## config.mk

```make
export PLATFORM = sky130hd
export DESIGN_NAME = dtd_mult
export DESIGN_NICKNAME = d
export VERILOG_FILES = /design/src/rtl/dtd_pkg.sv /design/src/rtl/dtd_mult.sv
export SDC_FILE = /design/constraint.sdc
export NUM_CORES = 1
export LEC_CHECK = 0
export BUFFER_PORTS_ARGS = -buffer_cell sky130_fd_sc_hd__buf_2
export CAP_MARGIN = 20
export CORE_MARGIN = 1.5
export CORE_UTILIZATION = 56
export CTS_BUF_LIST = sky130_fd_sc_hd__clkbuf_16
export DETAILED_ROUTE_END_ITERATION = 8
export PLACE_DENSITY = 0.92
export SLEW_MARGIN = 15
export SYNTH_ARGS = -nofsm -noshare
export SYNTH_HDL_FRONTEND = slang
export SYNTH_SLANG_ARGS = --single-unit
```

## constraint.sdc

```tcl
create_clock -name clk -period 5.41 [get_ports clk]
set_input_delay 0 -clock clk [delete_from_list [all_inputs] [get_ports clk]]
set_output_delay 0 -clock clk [all_outputs]
set_load 0.01 [all_outputs]
```

## src/rtl/dtd_pkg.sv

```systemverilog
// ----------------------------------------------------------------------------
// dtd_pkg
// Types and constants shared by the display timing decoder pipeline.
// ----------------------------------------------------------------------------
package dtd_pkg;

  localparam int NUM_W     = 36;
  localparam int DEN_W     = 26;
  localparam int DIV_STEPS = NUM_W;
  // decode, multiply, divider steps, output register
  localparam int LATENCY   = DIV_STEPS + 3;

  localparam logic [19:0] CLK_SCALE     = 20'd1000000;
  localparam logic [7:0]  STD_UNUSED    = 8'h01;
  localparam logic [7:0]  STD_RESERVED  = 8'h00;
  localparam logic [6:0]  STD_HZ_OFFSET = 7'd60;
  localparam logic [6:0]  STD_HZ_SCALE  = 7'd100;
  localparam logic [8:0]  STD_H_OFFSET  = 9'd31;

  localparam logic [1:0] ASPECT_16_10 = 2'd0;
  localparam logic [1:0] ASPECT_4_3   = 2'd1;
  localparam logic [1:0] ASPECT_5_4   = 2'd2;
  localparam logic [1:0] ASPECT_16_9  = 2'd3;

  typedef struct packed {
    logic [11:0] h_active;
    logic [11:0] v_active;
    logic [11:0] h_blank;
    logic [11:0] v_blank;
    logic [15:0] pixel_clock;
    logic [13:0] std_rate;
    logic        is_std;
    logic        rate_valid;
    logic        entry_used;
    logic        native;
  } side_t;

  typedef struct packed {
    logic [12:0] h_total;
    logic [12:0] v_total;
    side_t       side;
  } dec_t;

  typedef struct packed {
    logic [DEN_W-1:0] rem;
    logic [NUM_W-1:0] num;
    logic [DEN_W-1:0] den;
    side_t            side;
  } div_t;

endpackage

```

## src/rtl/dtd_mult.sv

```systemverilog
// ----------------------------------------------------------------------------
// dtd_mult
// Second stage: scale the pixel clock and form the total frame area.
// ----------------------------------------------------------------------------
module dtd_mult (
  input  logic          clk,
  input  logic          rst,
  input  logic          in_valid,
  input  dtd_pkg::dec_t in,
  output logic          out_valid,
  output dtd_pkg::div_t out
);

  logic [dtd_pkg::DEN_W-1:0] area;
  logic [dtd_pkg::NUM_W-1:0] scaled;

  assign area   = dtd_pkg::DEN_W'(in.h_total) * dtd_pkg::DEN_W'(in.v_total);
  assign scaled = dtd_pkg::NUM_W'(in.side.pixel_clock) * dtd_pkg::NUM_W'(dtd_pkg::CLK_SCALE);

  always_ff @(posedge clk) begin
    if (rst) begin
      out_valid <= 1'b0;
    end else begin
      out_valid <= in_valid;
    end
    out.rem  <= '0;
    out.num  <= scaled;
    out.den  <= area;
    out.side <= in.side;
  end

endmodule

```

* Word level (Yosys, flattened, before mapping)
Cells that the tools add are included.
W data, S select, Z words.
** Storage, ports and cells
- Bits in registers :: 139
- Bits in latches :: 0
- RAM bits :: 0
- ROM bits :: 0
- Input bits :: 111
- Output and inout bits :: 171
- Logic and storage cells :: 15
- Memories :: 0
** Operators by class
- Add/subtract/negate cells :: 0
- $mul :: 2
- Div/mod/pow operators :: 0
- Magnitude comparators :: 0
- Equality and inequality tests :: 0
- Shift-type cells :: 0
- Muxes and demuxes :: 0
- Bitwise logic cells :: 0
- Reductions and logical operators :: 0
** Operators by type and width (number)
- $mul A16 B14 Y30 const B :: 1
- $mul A13 B13 Y26 :: 1

* Depth between registers and ports, before layout
Gate-level depths: netlist of run 1.
- Word-level depth :: 1
- Mapped depth :: 21
- Gate-level depth less buffers :: 20

* Worst setup path after synthesis of run 1
OpenSTA, ideal clock, no wires.
- Path kind :: input port to flip-flop
- Start :: in in[21] (netlist bit)
- End :: reg out[143] (netlist bit)
- Setup time :: 0.121 ns
- Arrival :: 4.550 ns
- Path slack :: 0.739 ns
- Stages on the path :: 19
- Path through :: inv_1 -> fa_1 -> fa_1 -> inv_1 -> fa_1 -> fa_1 -> ha_1 -> inv_1 -> fa_1 -> inv_1 -> ha_1 -> a21oi_2 -> a21oi_1 -> nor2_1 -> or3_1 -> o21ai_2 -> nand4_1 -> a31oi_1 -> xnor2_1
** Between the ends
- Longest elaborated chain between the ends :: 1
** Ends and longest elaborated chain
- start: declaration :: RTL line dtd_mult.sv:9 : input dtd_pkg::dec_t in,
- $mul A16 B14 Y30 :: RTL line dtd_mult.sv:18 : assign scaled = dtd_pkg::NUM_W'(in.side.pixel_clock) * dtd_pkg::NUM_W'(dtd_pkg::CLK_SCALE);
- net scaled (one bit) :: RTL line dtd_mult.sv:15 : logic [dtd_pkg::NUM_W-1:0] scaled;
- end: declaration :: RTL line dtd_mult.sv:11 : output dtd_pkg::div_t out
The timed path passes the listed nets, and every way through them passes these cells.
A chain may end at the register's enable or synchronous reset.

* Worst setup path in the final report of run 1
- Start :: in in[22] (netlist bit)
- End :: reg out[142] (netlist bit)
Same word-level chain as after synthesis.

==> summary.txt, run 1 <==
Placed design
  • Dpl ws: 268.8 ps
  • Port Buf Inserts: roughly 250
  • Gpl congestion: 0.8627
  • Area after DPL: about 14000 um2
  • DP Wirelength: ~24000 um

Global route
  • Pin count of the biggest net entering global routing: 17
  • GRT Overall Usage: roughly 31%
  • First-pass GRT wire length: between 50000 and 60000 um
  • Initial antenna violation count: 5
  • Vias in the first global route: around 11000
  • Total grt overflow: 0

Finish
  • Layout cells sized above 1: ~20%
  • Area growth from synthesis to layout: 23.72%
  • Final Net Count: 1998
  • Filler cells: ~1400
  • Design area: between 15000 and 20000 um2
  • Register area: between 2000 and 3000 um2
  • Multi-input logic area: 8347 um2
  • Core Util, Final: a little under three quarters

Routing
  • Vias per cell: about 5.3
  • DRT antenna net count: 0
  • Met3 wire length: just over 3000 um
  • Initial DRT Pass Iterations: 5
  • Wirelength per Cell: 19.24 um
  • Max layer used: met5
  • Final WL: 35090 um
  • Detail Route met2 WL: around 18000 um
  • Total number of vias: about 9700
  • Remaining DRCs: 0
  • Initial DRC Count: between 300 and 400
  • Metal-1 WL: approximately 12000 um

CTS
  • Clock Path Buffers: 2
  • Reg clk slew, reported paths: approximately 80 ps
  • CTS Sinks: ~140
  • H-tree depth: 4
  • CTS tree: built
  • Clock root cell: clkbuf_16
  • CTS buffer count: 17

Setup path
  • Kind of critical path: in -> reg
  • Arr. time, crit path: ~5700 ps
  • Crit end category: flop
  • Worst setup SP type: input port
  • Worst endpoint required time: ~5700 ps
  • Crit path max fanout: 6

Synth
  • Sequential element share of the synthesized area: roughly 22%
  • Yosys cell types: 48
  • Synthesis-stage register bit count: about 140
  • Syn Area/Cell: roughly 10 um2
  • Synthesized area: around 12000 um2
  • YS warnings: 0
  • Cells after synthesis: between 1000 and 1500

Run
  • Max cap viols: 0

Pwr
  • Max VDD drop: roughly 0.00053 V
  • LEAKAGE: 8.072 nW
  • Pwr per Cell Area: between 500 and 600 nW/um2

Timing
  • # setup viols final: 0
  • Hold Vio Cnt, Final: 0
  • Fmax: 0.1854 GHz
  • Clock period minus worst slack: about 5400 ps
  • Post-route clock period utilization: between 90% and 100%
  • Sum Neg Setup Slack: 0 ps
  • Worst Tran Pin Value: ~530 ps
  • Max Transition Viols Final: 0
  • Slew headroom: 64.37%
  • Setup WS post-layout: between 15 and 20 ps

Floorplanning
  • # rows: 53
  • Starting Density: between 50 and 60%
  • Die width: between 150 and 200 um
  • Die ar.: 22700 um2
  • Core area: 21220 um2
  • I/O Pins: 282
  • Die H: roughly 150 um

Outcome
  • Outcome: complete, no violations

Worst hold path
  • Worst hold path type: in -> reg
-- layout make-up --
class | count | share of cell area [%]
multi-input combinational | 795 | 55.26
sequential | 136 | 18.02
timing repair buffer | 336 | 14.07
inverter | 249 | 6.204
clock buffer | 17 | 2.816
tap | 275 | 2.278
clock inverter | 15 | 1.334
antenna | 1 | 0.01657
-- final timing paths --
kind / start / to / slack (ps) / cells after the start
worst max-delay path: in[22] / out[142] / 20 / 18
worst min-delay path: in[83] / out[83] / 70 / 3
-- stage by stage --
stage | hold WS [ps] | power [mW] | cells
final | 67.73 | 8.994 | 1824
after global routing | 93.74 | 9.710 | 1823
after CTS | 62.93 | 8.696 | 1823
after detailed placement | 103.6 | 7.226 | 1705
after global placement | 101.8 | 6.940 | 1705
after floorplan | 27.72 | 5.684 | 1246
-- repair_timing --
action                     in CTS  in global routing
buffers inserted                0                  0
setup endpoints to repair       0                  6
gates resized for setup         0                 19
hold buffers                   86                  0
hold endpoints to repair       85                  0
-- critical path, cell delays in order --
cell           delay (ps)
dlygate4sd3_1         540
buf_2                 180
inv_1                 220
fa_2                  540
fa_1                  640
inv_1                 100
fa_1                  550
inv_1                  90
fa_1                  580
inv_1                  80
ha_1                  320
ha_1                  340
ha_1                  410
nand4_1               120
or2_2                 310
o311ai_1              350
o211ai_1              170
xnor2_1               150
-- placed cells by master, fill, tap and decap left out, drive strengths merged, types with 4 or more instances in the layout --
cell type,instances
dlygate4sd3,86
clkinv,4
nand3,7
a31oi,6
o21bai,6
nand2,110
buf,248
a211oi,4
and2,87
xor2,17
o211ai,4
fa,176
o21ai,17
dfxtp,136
a21o,22
a21oi,40
clkbuf,19
o21a,4
ha,176
nand4,9
inv,258
nand2b,4
conb,32
nor2,17
xnor2,32
-- registers in the layout (all words and copies together) (netlist names) --
signal and flops:
out_valid 1, out 135
-- kinds of logic (layout without fill, tap and decap cells) --
| logic type | after synthesis | after routing | share of synthesized area (%) |
|---|---|---|---|
| DFF | 136 | 136 | 22.30 |
| AOI/OAI and AO/OA | 114 | 114 | 6.405 |
| and+or+nand+nor | 248 | 248 | 10.08 |
| buffers and inverters | 315 | 617 | 10.77 |
| other | 1 | 33 | 0.03071 |
| adders and majority gates | 352 | 352 | 46.89 |
| xor gates and xnor gates | 49 | 49 | 3.515 |
-- routing by layer --
metal / up-vias / GRT usage [%]
li1: 4332 / -
met1: 4692 / 32.49
met2: 523 / 54.13
met3: 165 / 8.515
met4: 6 / 21.26
met5: - / 0
-- power by group --
group / leakage [nW] / switching (mW) / internal [mW] / total [mW]
registers: 1.15 / 0.0703 / 1.30 / 1.37
clock network: 0.308 / 0.576 / 0.711 / 1.29
logic: 6.62 / 3.71 / 2.62 / 6.33
total: 8.07 / 4.36 / 4.63 / 8.99
-- Yosys cell counts (all sizes together) --
cell	instances	area, um2
nor3	3	15.01
and2	87	544.3
ha	176	2202
a21boi	1	7.510
nand4	9	56.30
nand2b	4	25.02
inv	249	934.7
o22a	1	8.760
and4	2	17.52
xor2	17	148.9
and3	3	20.02
conb	1	3.750
o21bai	6	45.04
a211oi	4	35.03
a21bo	1	10.01
xnor2	32	280.3
a21oi	40	215.2
nor2b	1	6.260
o211ai	4	30.03
o21a	4	30.03
clkbuf	30	112.6
buf	36	267.8
nand3	7	35.03
a2111oi	1	27.53
a21o	22	165.2
nor3b	1	7.510
nand2	110	415.4
o31ai	1	12.51
o2bb2ai	1	8.760
nor2	17	63.81
dfxtp	136	2723
fa	176	3523
o21ai	17	92.59
or3	2	12.51
o311ai	1	8.760
a41oi	1	16.27
a31oi	6	37.54
o22ai	1	6.260
o21ba	1	10.01
or2	2	12.51
a221oi	1	15.01
No activity file was read; power rests on OpenSTA's default activity.
==> run 2, diff against run 1 <==
--- a/config.mk
+++ b/config.mk
@@ -8,10 +8,10 @@
 export BUFFER_PORTS_ARGS = -buffer_cell sky130_fd_sc_hd__buf_2
 export CAP_MARGIN = 20
 export CORE_MARGIN = 1.5
-export CORE_UTILIZATION = 56
+export CORE_UTILIZATION = 55
 export CTS_BUF_LIST = sky130_fd_sc_hd__clkbuf_16
 export DETAILED_ROUTE_END_ITERATION = 8
-export PLACE_DENSITY = 0.92
+export PLACE_DENSITY = 0.91
 export SLEW_MARGIN = 15
 export SYNTH_ARGS = -nofsm -noshare
 export SYNTH_HDL_FRONTEND = slang
==> summary.txt, run 2 (synthesized netlist as in run 1, its figures left out) <==
CTS
  • CTS tree: built
  • Clock Path Buffers: 2
  • Reg clk slew, reported paths: around 70 ps
  • Clock root cell: clkbuf_16
  • CTS buffer count: 17
  • H-tree depth: 4
  • CTS Sinks: 136

Routing
  • Total number of vias: approximately 9700
  • Initial DRT Pass Iterations: 5
  • Remaining DRCs: 0
  • Initial DRC Count: between 500 and 600
  • Final WL: approximately 33000 um
  • DRT antenna net count: 0
  • Vias per cell: 5.290
  • Wirelength per Cell: ~18 um

Finish
  • Area growth from synthesis to layout: 23.33%
  • Final Net Count: ~2000
  • Core Util, Final: between 60% and 70%
  • Largest regs: out x135, out_valid x1
  • Design area: 15060 um2
  • Biggest register: out
  • Layout cells sized above 1: between 10% and 20%
  • Max reg flops: around 140
  • Most frequent cells in the layout: inv_1, buf_2, fa_1, ha_1, dfxtp_1

Floorplanning
  • I/O Pins: between 200 and 300
  • Die ar.: between 20000 and 25000 um2
  • Die width: ~150 um
  • # rows: between 50 and 60
  • Core area: 21820 um2
  • Die H: roughly 150 um
  • Starting Density: ~56%

Global route
  • Pin count of the biggest net entering global routing: 17
  • Total grt overflow: 0
  • First-pass GRT wire length: roughly 52000 um
  • Initial antenna violation count: 4
  • GRT Overall Usage: 28.62%
  • Vias in the first global route: between 10000 and 15000

Placed design
  • Port Buf Inserts: roughly 250
  • Gpl congestion: between 0.9 and 1
  • Area after DPL: 13550 um2
  • DP Wirelength: around 24000 um

Setup path
  • Arr. time, crit path: between 5000 and 6000 ps
  • Worst endpoint required time: 5710 ps
  • Crit path max fanout: 6
  • Crit path from: in[20]
  • Crit end category: flop
  • Worst setup SP type: input port
  • Crit path capture: out[143]
  • Kind of critical path: in -> reg

Timing
  • # setup viols final: 0
  • Fmax: 0.1927 GHz
  • WHS: roughly 110 ps
  • Post-route clock period utilization: 95.95%
  • Clock period minus worst slack: a little over 5000 ps
  • Hold Vio Cnt, Final: 0
  • Max Transition Viols Final: 0

Pwr
  • Pwr per Cell Area: between 500 and 600 nW/um2
  • Max VDD drop: slightly below 0.0006 V
  • LEAKAGE: 8.054 nW

Run
  • Max cap viols: 0

Outcome
  • Outcome: complete, no violations

Worst hold path
  • Worst hold path type: in -> reg
run 2: worst min path at each step:
stage,startpoint,to,slack [ps],cells past startpoint
final,in[83],out[83],110,3
after global routing,in[83],out[83],120,3
after CTS,in[83],out[83],90,3
after global placement,in[53],out[53],100,1
after detailed placement,in[6],out[6],100,1
after floorplan,in[0],out[0],30,0
run 2: what timing repair did:
| action | 4_1_cts | 5_1_grt |
|---|---|---|
| endpoints found under the setup margin | 0 | 4 |
| hold buffers | 86 | 0 |
| setup buffers | 0 | 1 |
| hold endpoints to repair | 86 | 0 |
| gates resized for setup | 0 | 9 |
run 2: routing by layer:
metal | share of wire [%] | global-route usage (%) | up-vias | wire [um]
met4 | 4.9 | 14.56 | 0 | 1599
li1 | - | - | 4338 | -
met5 | 0 | 0 | - | 0
met2 | 53 | 51.65 | 440 | 17180
met1 | 37 | 32.10 | 4806 | 11950
met3 | 6.1 | 5.448 | 112 | 1980
run 2: critical path: stages:
cell	delay, ps
dlygate4sd3_1	550
clkbuf_4	180
inv_1	130
fa_1	480
fa_1	560
inv_1	60
fa_1	590
fa_1	430
ha_1	290
inv_1	60
fa_1	510
inv_1	50
ha_2	360
inv_1	90
a21oi_1	140
nor2_1	80
or3_1	350
o21ai_2	160
nand4_1	130
a31oi_1	200
xnor2_1	90
run 2: final cells by class:
class | instances | area (um2)
fillers | 1471 | 6765
repair buffers | 337 | 2127
clock inverters | 15 | 173.9
inverters | 249 | 934.6
diodes | 4 | 10.01
multi-input cells | 795 | 8314
well taps | 280 | 350.3
flip-flops and latches | 136 | 2723
clock buffers | 17 | 425.4
run 2: stage by stage:
stage | setup slack [ps] | std cells | setup TNS (ps) | power, mW
floorplan | 738.6 | 1246 | 0 | 5.684
global placement | 392.1 | 1710 | 0 | 6.939
detailed placement | 285.7 | 1710 | 0 | 7.243
CTS | 134.6 | 1828 | 0 | 8.644
global route | -29.74 | 1833 | -42.84 | 9.571
finish | 219.4 | 1833 | 0 | 8.856
run 2: where the power goes:
group | internal, mW | leakage [nW] | switching [mW] | total [mW]
clock network | 0.666 | 0.294 | 0.568 | 1.23
registers | 1.30 | 1.15 | 0.0687 | 1.37
logic | 2.59 | 6.61 | 3.66 | 6.25
