### config.mk
export PLATFORM = sky130hd
export DESIGN_NAME = dtd_decode
export DESIGN_NICKNAME = d
export VERILOG_FILES = /design/src/rtl/dtd_pkg.sv /design/src/rtl/dtd_decode.sv
export SDC_FILE = /design/constraint.sdc
export NUM_CORES = 1
export LEC_CHECK = 0
export BUFFER_PORTS_ARGS = -buffer_cell sky130_fd_sc_hd__buf_2
export CORE_ASPECT_RATIO = 0.75
export CORE_UTILIZATION = 30
export CTS_CLUSTER_SIZE = 12
export DETAILED_ROUTE_END_ITERATION = 16
export HOLD_SLACK_MARGIN = 0.1
export PLACE_DENSITY = 0.54
export SLEW_MARGIN = 0
export SYNTH_ARGS = -nofsm -noshare
export SYNTH_HDL_FRONTEND = slang
export SYNTH_SLANG_ARGS = --single-unit
### constraint.sdc
create_clock -name clk -period 6.3 [get_ports clk]
set_clock_uncertainty 0.1 [all_clocks]
set_input_delay 0.315 -clock clk [delete_from_list [all_inputs] [get_ports clk]]
set_output_delay 0.315 -clock clk [all_outputs]
set_load 0.02 [all_outputs]
### src/rtl/dtd_pkg.sv
// ----------------------------------------------------------------------------
// dtd_pkg
// Types and constants shared by the display timing decoder pipeline.
// ----------------------------------------------------------------------------
package dtd_pkg;

  localparam int NUM_W     = 36;
  localparam int DEN_W     = 26;
  localparam int DIV_STEPS = NUM_W;
  // decode, multiply, divider steps, output register
  localparam int LATENCY   = DIV_STEPS + 3;

  localparam logic [19:0] CLK_SCALE     = 20'd1000000;
  localparam logic [7:0]  STD_UNUSED    = 8'h01;
  localparam logic [7:0]  STD_RESERVED  = 8'h00;
  localparam logic [6:0]  STD_HZ_OFFSET = 7'd60;
  localparam logic [6:0]  STD_HZ_SCALE  = 7'd100;
  localparam logic [8:0]  STD_H_OFFSET  = 9'd31;

  localparam logic [1:0] ASPECT_16_10 = 2'd0;
  localparam logic [1:0] ASPECT_4_3   = 2'd1;
  localparam logic [1:0] ASPECT_5_4   = 2'd2;
  localparam logic [1:0] ASPECT_16_9  = 2'd3;

  typedef struct packed {
    logic [11:0] h_active;
    logic [11:0] v_active;
    logic [11:0] h_blank;
    logic [11:0] v_blank;
    logic [15:0] pixel_clock;
    logic [13:0] std_rate;
    logic        is_std;
    logic        rate_valid;
    logic        entry_used;
    logic        native;
  } side_t;

  typedef struct packed {
    logic [12:0] h_total;
    logic [12:0] v_total;
    side_t       side;
  } dec_t;

  typedef struct packed {
    logic [DEN_W-1:0] rem;
    logic [NUM_W-1:0] num;
    logic [DEN_W-1:0] den;
    side_t            side;
  } div_t;

endpackage

### src/rtl/dtd_decode.sv
// ----------------------------------------------------------------------------
// dtd_decode
// First stage: unpack record bytes into sizes, totals and standard timing.
// ----------------------------------------------------------------------------
module dtd_decode (
  input  logic          clk,
  input  logic          rst,
  input  logic          in_valid,
  input  logic          op,
  input  logic          is_native,
  input  logic [7:0]    byte0,
  input  logic [7:0]    byte1,
  input  logic [7:0]    byte2,
  input  logic [7:0]    byte3,
  input  logic [7:0]    byte4,
  input  logic [7:0]    byte5,
  input  logic [7:0]    byte6,
  input  logic [7:0]    byte7,
  output logic          out_valid,
  output dtd_pkg::dec_t out
);

  logic [11:0] ha, hb, va, vb;
  logic [11:0] hres, vres;
  logic [8:0]  hcode;
  logic [15:0] h_x5, h_x3, h_x9;
  logic [13:0] h_x4;
  logic [29:0] h_div5;
  logic [6:0]  hz;
  logic [13:0] std_rate;
  logic        unused;
  dtd_pkg::dec_t dec_next;

  assign ha = {byte4[7:4], byte2};
  assign hb = {byte4[3:0], byte3};
  assign va = {byte7[7:4], byte5};
  assign vb = {byte7[3:0], byte6};

  assign unused   = (byte0 == dtd_pkg::STD_UNUSED) && (byte1 == dtd_pkg::STD_UNUSED);
  assign hcode    = {1'b0, byte0} + dtd_pkg::STD_H_OFFSET;
  assign hres     = (byte0 == dtd_pkg::STD_RESERVED) ? 12'd0 : {hcode, 3'b000};
  assign h_x5     = {2'b00, hres, 2'b00} + {4'b0000, hres};
  assign h_x3     = {3'b000, hres, 1'b0} + {4'b0000, hres};
  assign h_x9     = {1'b0, hres, 3'b000} + {4'b0000, hres};
  assign h_x4     = {hres, 2'b00};
  // divide by five through the reciprocal, exact below 2^14
  assign h_div5   = 30'(h_x4) * 30'd52429;
  assign hz       = {1'b0, byte1[5:0]} + dtd_pkg::STD_HZ_OFFSET;
  assign std_rate = 14'(hz) * 14'(dtd_pkg::STD_HZ_SCALE);

  always_comb begin
    unique case (byte1[7:6])
      dtd_pkg::ASPECT_16_10: vres = h_x5[14:3];
      dtd_pkg::ASPECT_4_3:   vres = h_x3[13:2];
      dtd_pkg::ASPECT_5_4:   vres = h_div5[29:18];
      dtd_pkg::ASPECT_16_9:  vres = h_x9[15:4];
      default:               vres = 12'd0;
    endcase
  end

  always_comb begin
    dec_next = '0;
    dec_next.side.native = is_native;
    if (!op) begin
      dec_next.h_total          = {1'b0, ha} + {1'b0, hb};
      dec_next.v_total          = {1'b0, va} + {1'b0, vb};
      dec_next.side.h_active    = ha;
      dec_next.side.v_active    = va;
      dec_next.side.h_blank     = hb;
      dec_next.side.v_blank     = vb;
      dec_next.side.pixel_clock = {byte1, byte0};
      dec_next.side.entry_used  = 1'b1;
      dec_next.side.rate_valid  = (dec_next.h_total != '0) && (dec_next.v_total != '0);
    end else begin
      dec_next.side.is_std = 1'b1;
      if (!unused) begin
        dec_next.side.h_active   = hres;
        dec_next.side.v_active   = vres;
        dec_next.side.std_rate   = std_rate;
        dec_next.side.rate_valid = 1'b1;
        dec_next.side.entry_used = 1'b1;
      end
    end
  end

  always_ff @(posedge clk) begin
    if (rst) begin
      out_valid <= 1'b0;
    end else begin
      out_valid <= in_valid;
    end
    out <= dec_next;
  end

endmodule

== Yosys cells after proc, flatten, opt, wreduce, memory -nomap -nowiden ==
Cells that the tools add are included.

* Register bits: 109
* Logic and storage cells: 43
* Output and inout bits: 109
* Input port bits: 69

* Equal/unequal tests: 5
* Multiplexer cells: 7
* Bitwise operators: 1
* Multipliers: 2
* Add/subtract/negate cells: 7
* Reductions and logical operators: 7

{| class="wikitable"
|+ Operator list
! operator !! count
|-
| two-way mux 24 bit || 2
|-
| one-hot mux 12 bit (4 select lines) || 1
|-
| multiplier 12 x 16 -> 28 bit, second input constant || 1
|-
| adder 12 x 12 -> 13 bit || 2
|-
| nonzero test 13 bit || 2
|-
| adder 15 x 12 -> 16 bit || 1
|-
| == test 8 x 1 -> 1 bit, second input constant || 2
|-
| adder 14 x 12 -> 15 bit || 1
|-
| adder 13 x 12 -> 14 bit || 1
|-
| multiplier 7 x 5 -> 12 bit, second input constant || 1
|-
| two-way mux 12 bit || 1
|-
| adder 8 x 5 -> 9 bit, second input constant || 1
|-
| zero test 8 bit || 1
|-
| adder 6 x 6 -> 7 bit, second input constant || 1
|-
| == test 2 bit, second input constant || 2
|-
| two-way mux 2 bit || 2
|-
| == test 2 x 1 -> 1 bit, second input constant || 1
|-
| logical AND 1 bit || 2
|-
| zero test 2 bit || 1
|-
| OR reduction 2 bit || 1
|-
| two-way mux 1 bit || 1
|-
| NOT 1 bit || 1
|}

== Longest topological paths before layout ==
Gate-level depths: netlist of the first run.

* Word-level depth: 6
* Gate-level depth with buffers: 24
* Gate-level depth less buffers: 24

== Worst setup path before layout of the first run ==
OpenSTA, ideal clock, no wires.

* Path type: input -> register
* From: in byte0[0]
* To: reg out[66] (netlist name)
* Data required time: 6078 ps
* Arrival: 4996 ps
* Stages on the path: 20
* Buffers on the path: 0
* Slack: 1083 ps
* Library setup time: 122 ps
* Path through: inv_1 > ha_1 > and3_1 > nor2_1 > inv_1 > ha_1 > fa_1 > fa_1 > inv_1 > fa_1 > ha_1 > ha_1 > a211oi_1 > o211ai_1 > a31oi_1 > nor2_1 > a21oi_1 > xor2_1 > nor2_1 > a221o_1

{| class="wikitable"
|+ RTL lines
! item !! RTL line !! text
|-
| from (decl) || dtd_decode.sv:11 || <nowiki>input logic [7:0] byte0,</nowiki>
|-
| to (signal assigned) || dtd_decode.sv:92 || <nowiki>out <= dec_next;</nowiki>
|-
| to (decl) || dtd_decode.sv:20 || <nowiki>output dtd_pkg::dec_t out</nowiki>
|}

==> results.py, run 1 <==
metrics = {
    "cts": {
        "cts_tree": "yes",
        "clockBufferDepth": 2,
        "path_clk_slew_ps": 70,
        "cts_setup_buffers": 0,
        "cts_root_buf": "clkbuf_16",
        "cts_max_level": 3,
        "clkSinkCount": 107,
        "cts-buffers-inserted": 9,
    },
    "die": {
        "ioPinCount": 178,
        "die_y_um": 137.3,
        "die_x_um": 182.4,
        "die_area_um2": 25030,
        "core_um2": 23970,
        "num_rows": 49,
        "initial_core_util": 0.3053,
    },
    "setup_path": {
        "path_max_fanout": 7,
        "crit_family": "adder cells",
        "cp_data_required_time_ps": 6450,
        "slowest_stage": "fa_1",
        "cp_cell_sequence": "buf_2 > inv_1 > ha_1 > and3_1 > nor2_1 > inv_1 > ha_1 > fa_1 > fa_1 > inv_1 > fa_1 > ha_1 > ha_1 > a211oi_1 > o211ai_1 > a31oi_1 > nor2_1 > a21oi_1 > xor2_1 > nor2_1 > a221o_1",
        "end_kind": "flip-flop",
        "worstPathBufferInverterCount": 4,
        "critical_path_arrival_ps": 5670,
        "path_class": "input port to flip-flop",
        "worst_path_most_repeated_cell": "ha_1",
        "cp-start-kind": "input port",
        "cp_slowest_stage_delay_ps": 550,
    },
    "placement": {
        "io_buffers": 175,
        "dpl.hpwl_mm": 16.47,
        "placed_area_um2": 8584,
        "gp_congestion": 0.8583,
    },
    "yosys": {
        "synth_seq_cells": 107,
        "async_flop_share": 0,
        "syn_area_um2": 7318,
        "syn_area_per_cell_um2": 9.275,
        "synth_edf_count": 0,
        "synth_top_flop_cell": "dfxtp_1",
        "ys_types": 65,
        "ys_seq_area_frac": 0.2927,
        "yosysWarnings": 0,
        "synth_cells": 789,
    },
    "drt": {
        "drc": 0,
        "wl_per_cell_um": 15.16,
        "drtIter0Drc": 255,
        "vias_per_cell": 4.592,
        "ant_nets": 0,
        "routed_wl_mm": 20.08,
        "first_pass_iters": 5,
        "num_vias": 6084,
    },
    "sta": {
        "slew_headroom": 0.4353,
        "period_minus_slack_ps": 5522,
        "tightest_slew_ps": 847.1,
        "hold_viol_final": 0,
        "rsz0062_at_grt": "no",
        "timing.final.crit_share": 0.8765,
        "setup_viol": 0,
        "max_freq_mhz": 181.1,
        "fin_tns_setup_ps": 0,
        "maxSlewViolCount": 0,
    },
    "final_layout": {
        "mostFrequentLayoutCells": "buf_2 (175), ha_1 (129), dfxtp_1 (107)",
        "nets": 1217,
        "final_common_cell": "buf_2",
        "drive_gt1_frac": 0.2113,
        "design_area_um2": 9121,
        "antenna_cells": 0,
        "area_growth_syn_to_layout_pct": 24.64,
    },
    "flow_run": {
        "max_cap_viol_count": 0,
    },
    "global_routing": {
        "grt_pass1_vias": 5763,
        "grt_use_total": 0.1617,
        "grt_max_degree": 83,
        "grt_pass1_wl_mm": 31.34,
        "grt_overflow_total": 0,
        "antenna_found_initial": 0,
    },
    "status": {
        "outcome": "completed",
    },
    "power": {
        "p_leak_uw": 0.004671,
        "irDropWorstVdd_mv": 0.1253,
        "powerDensity_nw_per_um2": 333.0,
    },
    "hold_path": {
        "hold_path.class": "input port to flip-flop",
    },
}
## power breakdown
group / total [µW] / switching (µW) / leakage (µW) / internal, µW
clock: 530 / 263 / 0.000118 / 267
combinational: 1730 / 1010 / 0.00366 / 717
sequential: 781 / 20.2 / 0.000893 / 760
total: 3040 / 1290 / 0.00467 / 1740
## area by class of cell
cell class,instances,area [µm²]
clock buffers,9,225.2
repair buffers,209,1199
inverters,85,319.1
well taps,331,414.1
clock inverters,5,41.29
multi-input cells,579,4781
flip-flops and latches,107,2142
fillers,2489,14850
## final timing paths
path	from	to	slack [ps]	depth (start not counted)
worst max-delay path	byte0[0]	out[66]$_DFF_P_	780	21
worst min-delay path	byte2[0]	out[70]$_SDFF_PP0_	110	2
## Yosys cell counts, drive strengths merged, types with 21 or more instances
master	count	area, µm²
a21oi	46	230.2
xnor2	30	262.8
nand2	36	135.1
fa	28	560.5
ha	129	1614
nor2b	44	275.3
a21o	21	157.7
o21ai	21	105.1
inv	85	319.1
dfxtp	107	2142
xor2	25	226.5
nor2	74	277.8
## per-layer routing
metal,GRT usage,wire length (µm),vias to the layer above,share of wire
met4,0.03081,139,0,0.0069
met5,0,0,-,0
li1,-,-,3080,-
met1,0.2368,10570,2797,0.53
met3,0.03701,1173,13,0.058
met2,0.2407,8202,194,0.41
## metrics by stage
step	total power, µW	std cells	utilization	setup WS [ps]	hold slack, ps
after CTS	3074	1325	0.3805	828.1	100.7
after floorplan	2053	790	-	1083	242.7
final	3038	1325	0.3805	777.8	111.9
after global routing	3325	1325	0.3805	346.9	116.4
after detailed placement	2514	1284	0.3581	449.6	320.9
after global placement	2517	1284	0.3581	556.4	320.1
## logic make-up after synthesis
group / share of synthesized area
xor gates and xnor gates: 0.06685
AOI/OAI and AO/OA: 0.1275
adders and majority gates: 0.2971
DFF: 0.2927
buffers and inverters: 0.05454
and+or+nand+nor: 0.1491
muxes: 0.01163
other: 0.0005124
## sequential cells by signal (all words and copies together), names as in the netlist
name       cells
out          106
out_valid      1
## timing repair
action / CTS / global route
hold buffers: 27 / 0
endpoints found under the hold margin: 26 / 0
gates resized for setup: 0 / 0
Note: power is estimated with default switching activity, not from simulation.
==> inputs of run 2 (changes only) <==
CORE_UTILIZATION = 50   (was 30)
PLACE_DENSITY = 0.79   (was 0.54)
==> run 2 against run 1 <==
Net effect: combinational power barely moved; critical path depth is 1 higher; critical path type unchanged; fmax grew 1.9%; sequential power is essentially flat.
==> results.py, run 2 (same netlist as run 1, synthesis figures left out) <==
metrics = {
    "status": {
        "outcome": "completed",
    },
    "global_routing": {
        "grt_pass1_vias": 5747,
        "grt_use_total": 0.2430,
        "grt_max_degree": 86,
        "antenna_found_initial": 0,
        "grt_pass1_wl_mm": 28.57,
        "grt_overflow_total": 0,
    },
    "final_layout": {
        "mostFrequentLayoutCells": "buf_2 (175), ha_1 (129), dfxtp_1 (107)",
        "area_growth_syn_to_layout_pct": 20.07,
        "seqCellArea_um2": 2142,
        "drive_gt1_frac": 0.2144,
        "fillCellCount": 1215,
        "largest_reg_flops": 106,
        "finalCoreUtilization": 0.6285,
        "antenna_cells": 0,
        "nets": 1196,
        "largest_registers": "out: 106 flops, out_valid: 1 flops",
        "final_common_cell": "buf_2",
        "design_area_um2": 8787,
        "multi_input_area_um2": 4781,
        "largest_register": "out",
        "finalNonFillerCells": 1170,
    },
    "power": {
        "powerDensity_nw_per_um2": 348.2,
        "p_leak_uw": 0.004609,
        "irDropWorstVdd_mv": 0.2125,
    },
    "die": {
        "num_rows": 37,
        "core_um2": 13980,
        "die_area_um2": 15130,
        "initial_core_util": 0.5234,
        "ioPinCount": 178,
        "die_x_um": 141.7,
        "die_y_um": 106.8,
    },
    "sta": {
        "tightest_slew_ps": 857.1,
        "max_freq_mhz": 184.5,
        "fin_tns_setup_ps": 0,
        "rsz0062_at_grt": "no",
        "timing.final.crit_share": 0.8603,
        "slew_headroom": 0.4286,
        "hold_viol_final": 0,
        "period_minus_slack_ps": 5420,
        "setup_viol": 0,
        "maxSlewViolCount": 0,
        "setup_slack_ps": 880.2,
    },
    "cts": {
        "cts_resized": 0,
        "cts_max_level": 3,
        "cts_tree": "yes",
        "clkSinkCount": 107,
        "path_clk_slew_ps": 80,
        "cts_root_buf": "clkbuf_16",
        "cts-buffers-inserted": 9,
        "clockBufferDepth": 2,
    },
    "flow_run": {
        "max_cap_viol_count": 0,
    },
    "setup_path": {
        "crit_family": "adder cells",
        "cp_cell_sequence": "buf_2 > nor3_2 > nand3_1 > nand3_1 > xor2_1 > inv_1 > ha_1 > inv_1 > fa_1 > fa_1 > inv_1 > fa_1 > ha_1 > ha_1 > a21oi_1 > o211ai_1 > a31oi_1 > nor2_1 > a21oi_1 > xor2_1 > nor2_1 > a221o_1",
        "end_kind": "flip-flop",
        "cp_data_required_time_ps": 6450,
        "critical_path_arrival_ps": 5570,
        "slowest_stage": "fa_1",
        "path_class": "input port to flip-flop",
        "cp_slowest_stage_delay_ps": 560,
        "worstPathBufferInverterCount": 4,
        "cp-start-kind": "input port",
        "path_max_fanout": 5,
    },
    "placement": {
        "pre_cts_ws_ps": 573.9,
        "dp.cells": 1145,
        "io_buffers": 175,
        "placed_area_um2": 8392,
        "dpl.hpwl_mm": 14.95,
        "gp_congestion": 0.9221,
    },
    "drt": {
        "first_pass_iters": 4,
        "drc": 0,
        "ant_nets": 0,
        "drtIter0Drc": 315,
        "routed_wl_mm": 18.20,
        "num_vias": 6090,
        "wl_per_cell_um": 15.56,
        "vias_per_cell": 5.205,
    },
    "hold_path": {
        "hold_path.class": "input port to flip-flop",
    },
}
## run 2: cell count changes in the layout (fill, tap and decap cells not counted), sizes merged
cell and change:
buf -3, clkinv +3, clkinvlp -3, dlygate4sd3 -18, inv +2
## run 2: where the power goes
part	switching (µW)	internal (µW)
clock	286	283
sequential	19.1	760
combinational	999	713
total	1300	1760
## run 2: per-stage QoR
step / total power, µW / hold WS (ps)
global route: 3296 / 108.5
floorplan: 2053 / 242.7
detailed placement: 2473 / 319.3
finish: 3060 / 99.71
CTS: 3056 / 100.8
global placement: 2450 / 318.9
## run 2: final timing paths
check,from,to,slack [ps],cells after the start
min,byte3[5],out[51]$_SDFF_PP0_,100,2
max,byte0[3],out[66]$_DFF_P_,880,22
## run 2: cell type report
| class | instances | area share |
|---|---|---|
| Clock inverter | 7 | 0.009113 |
| Tap cell | 195 | 0.02777 |
| Clock buffer | 9 | 0.02563 |
| Timing Repair Buffer | 188 | 0.1133 |
| Sequential cell | 107 | 0.2438 |
| Inverter | 85 | 0.03631 |
| Multi-Input combinational cell | 579 | 0.5441 |
## run 2: routing by layer
metal	vias to the layer above	GRT usage	routed length (µm)
met5	-	0.02456	45
met2	222	0.3860	7973
met3	15	0.05494	1319
met1	2818	0.3370	8714
met4	2	0.04608	150
li1	3033	-	-
## run 2: timing repair
action | in CTS | in global routing
endpoints found under the hold margin | 8 | 0
buffers inserted | 0 | 0
hold buffers | 9 | 0
==> inputs of run 3 (changes only) <==
CELL_PAD_IN_SITES_DETAIL_PLACEMENT = 0   (was unset)
CELL_PAD_IN_SITES_GLOBAL_PLACEMENT = 1   (was unset)
CORE_UTILIZATION = 41   (was 50)
PLACE_DENSITY = 0.85   (was 0.79)
==> run 3 against run 2 <==
Net effect: hold slack improved by 5.3 ps; combinational power barely moved; critical path depth stayed put; clock-buffer cell count is 1 higher; cell count rose by 5.0%; largest cell class unchanged.
==> results.py, run 3 (same netlist as run 1, synthesis figures left out) <==
metrics = {
    "status": {
        "outcome": "completed",
    },
    "die": {
        "die_x_um": 156.3,
        "ioPinCount": 178,
        "die_y_um": 117.7,
        "num_rows": 41,
        "core_um2": 17130,
        "die_area_um2": 18390,
        "initial_core_util": 0.4271,
    },
    "drt": {
        "routed_wl_mm": 19.49,
        "drc": 0,
        "wl_per_cell_um": 15.87,
        "vias_per_cell": 4.975,
        "first_pass_iters": 5,
        "drtIter0Drc": 464,
        "num_vias": 6109,
        "ant_nets": 0,
    },
    "flow_run": {
        "max_cap_viol_count": 0,
    },
    "setup_path": {
        "slowest_stage": "fa_1",
        "cp-start-kind": "input port",
        "cp_slowest_stage_delay_ps": 560,
        "critical_path_arrival_ps": 5640,
        "path_class": "input port to flip-flop",
        "path_max_fanout": 5,
        "end_kind": "flip-flop",
        "cp_cell_sequence": "buf_2 > nor3_2 > nand3_1 > nand3_1 > xor2_1 > inv_1 > ha_1 > inv_1 > fa_1 > fa_1 > fa_1 > inv_1 > ha_1 > ha_1 > a211oi_1 > o211ai_1 > a31oi_1 > nor2_1 > a21oi_1 > xor2_1 > nor2_1 > a221o_1",
        "cp_data_required_time_ps": 6440,
        "startpoint": "byte0[3]",
        "worstPathBufferInverterCount": 4,
        "crit_family": "adder cells",
    },
    "global_routing": {
        "grt_pass1_wl_mm": 31.33,
        "grtUsageMet3": 0.05376,
        "met1_usage": 0.2997,
        "grt_max_degree": 47,
        "grt_use_total": 0.2186,
        "antenna_found_initial": 0,
        "grt_overflow_total": 0,
        "use_met2": 0.3371,
        "busiest_layer": "met2",
        "grt_pass1_vias": 6066,
    },
    "cts": {
        "cts-buffers-inserted": 9,
        "clockBufferDepth": 2,
        "cts_hold_buffers": 23,
        "path_clk_slew_ps": 80,
        "cts_root_buf": "clkbuf_16",
        "cts_resized": 0,
        "cts_tree": "yes",
        "clkSinkCount": 107,
        "cts_max_level": 3,
        "cts_setup_buffers": 0,
    },
    "sta": {
        "fin_tns_setup_ps": 0,
        "slew_headroom": 0.5348,
        "timing.final.crit_share": 0.8730,
        "max_freq_mhz": 181.8,
        "period_minus_slack_ps": 5500,
        "rsz0062_at_grt": "no",
        "maxSlewViolCount": 0,
        "tightest_slew_ps": 697.9,
        "setup_viol": 0,
        "holdWs_ps": 105.0,
        "hold_viol_final": 0,
    },
    "hold_path": {
        "hold_start": "byte4[2]",
        "hold_path.class": "input port to flip-flop",
    },
    "power": {
        "powerDensity_nw_per_um2": 341.3,
        "p_leak_uw": 0.004687,
        "irDropWorstVdd_mv": 0.1631,
    },
    "final_layout": {
        "mostFrequentLayoutCells": "buf_2 (175), ha_1 (129), dfxtp_1 (107)",
        "nets": 1213,
        "largest_register": "out",
        "largest_registers": "out: 106 flops, out_valid: 1 flops",
        "largest_reg_flops": 106,
        "antenna_cells": 0,
        "area_growth_syn_to_layout_pct": 23.05,
        "drive_gt1_frac": 0.2137,
        "final_common_cell": "buf_2",
    },
    "placement": {
        "dpl.hpwl_mm": 15.77,
        "gp_congestion": 0.9408,
        "io_buffers": 175,
    },
}
==> run 3: area by class of cell <==
cell class / instances / area (µm²)
Clock buffer: 10 / 239.0
Fill cell: 1644 / 8129
Timing Repair Buffer: 205 / 1159
Inverter: 85 / 319.1
Tap cell: 236 / 295.3
Multi-Input combinational cell: 579 / 4781
Clock inverter: 6 / 70.07
Sequential cell: 107 / 2142
==> run 3: final timing paths <==
| kind | endpoint | slack (ps) | cells after the start |
|---|---|---|---|
| worst max-delay path | out[66]$_DFF_P_ | 800 | 22 |
| worst min-delay path | out[56]$_SDFF_PP0_ | 110 | 2 |
==> run 3: metal layers <==
metal  wire [µm]  part of all wire  vias to the layer above
met1        9560              0.49                     2814
met4         358             0.018                        0
li1            -                 -                     3076
met2        8278              0.42                      198
met5           0                 0                        -
met3        1293             0.066                       21
==> run 3: power by group <==
part | switching, µW | internal, µW | total, µW | leakage [µW]
sequential | 22.1 | 760 | 782 | 0.000893
combinational | 1000 | 722 | 1720 | 0.00364
clock | 277 | 292 | 569 | 0.000151
total | 1300 | 1770 | 3070 | 0.00469
==> run 3: metrics by stage <==
stage / utilization / setup WS [ps] / cells / total power, µW / area, µm²
finish: 0.5256 / 800.4 / 1228 / 3073 / 9005
global route: 0.5256 / 300.8 / 1228 / 3339 / 9005
CTS: 0.5256 / 810.9 / 1228 / 3084 / 9005
detailed placement: 0.4941 / 444.0 / 1189 / 2487 / 8466
global placement: 0.4941 / 601.4 / 1189 / 2474 / 8466
floorplan: - / 1083 / 790 / 2053 / 7322
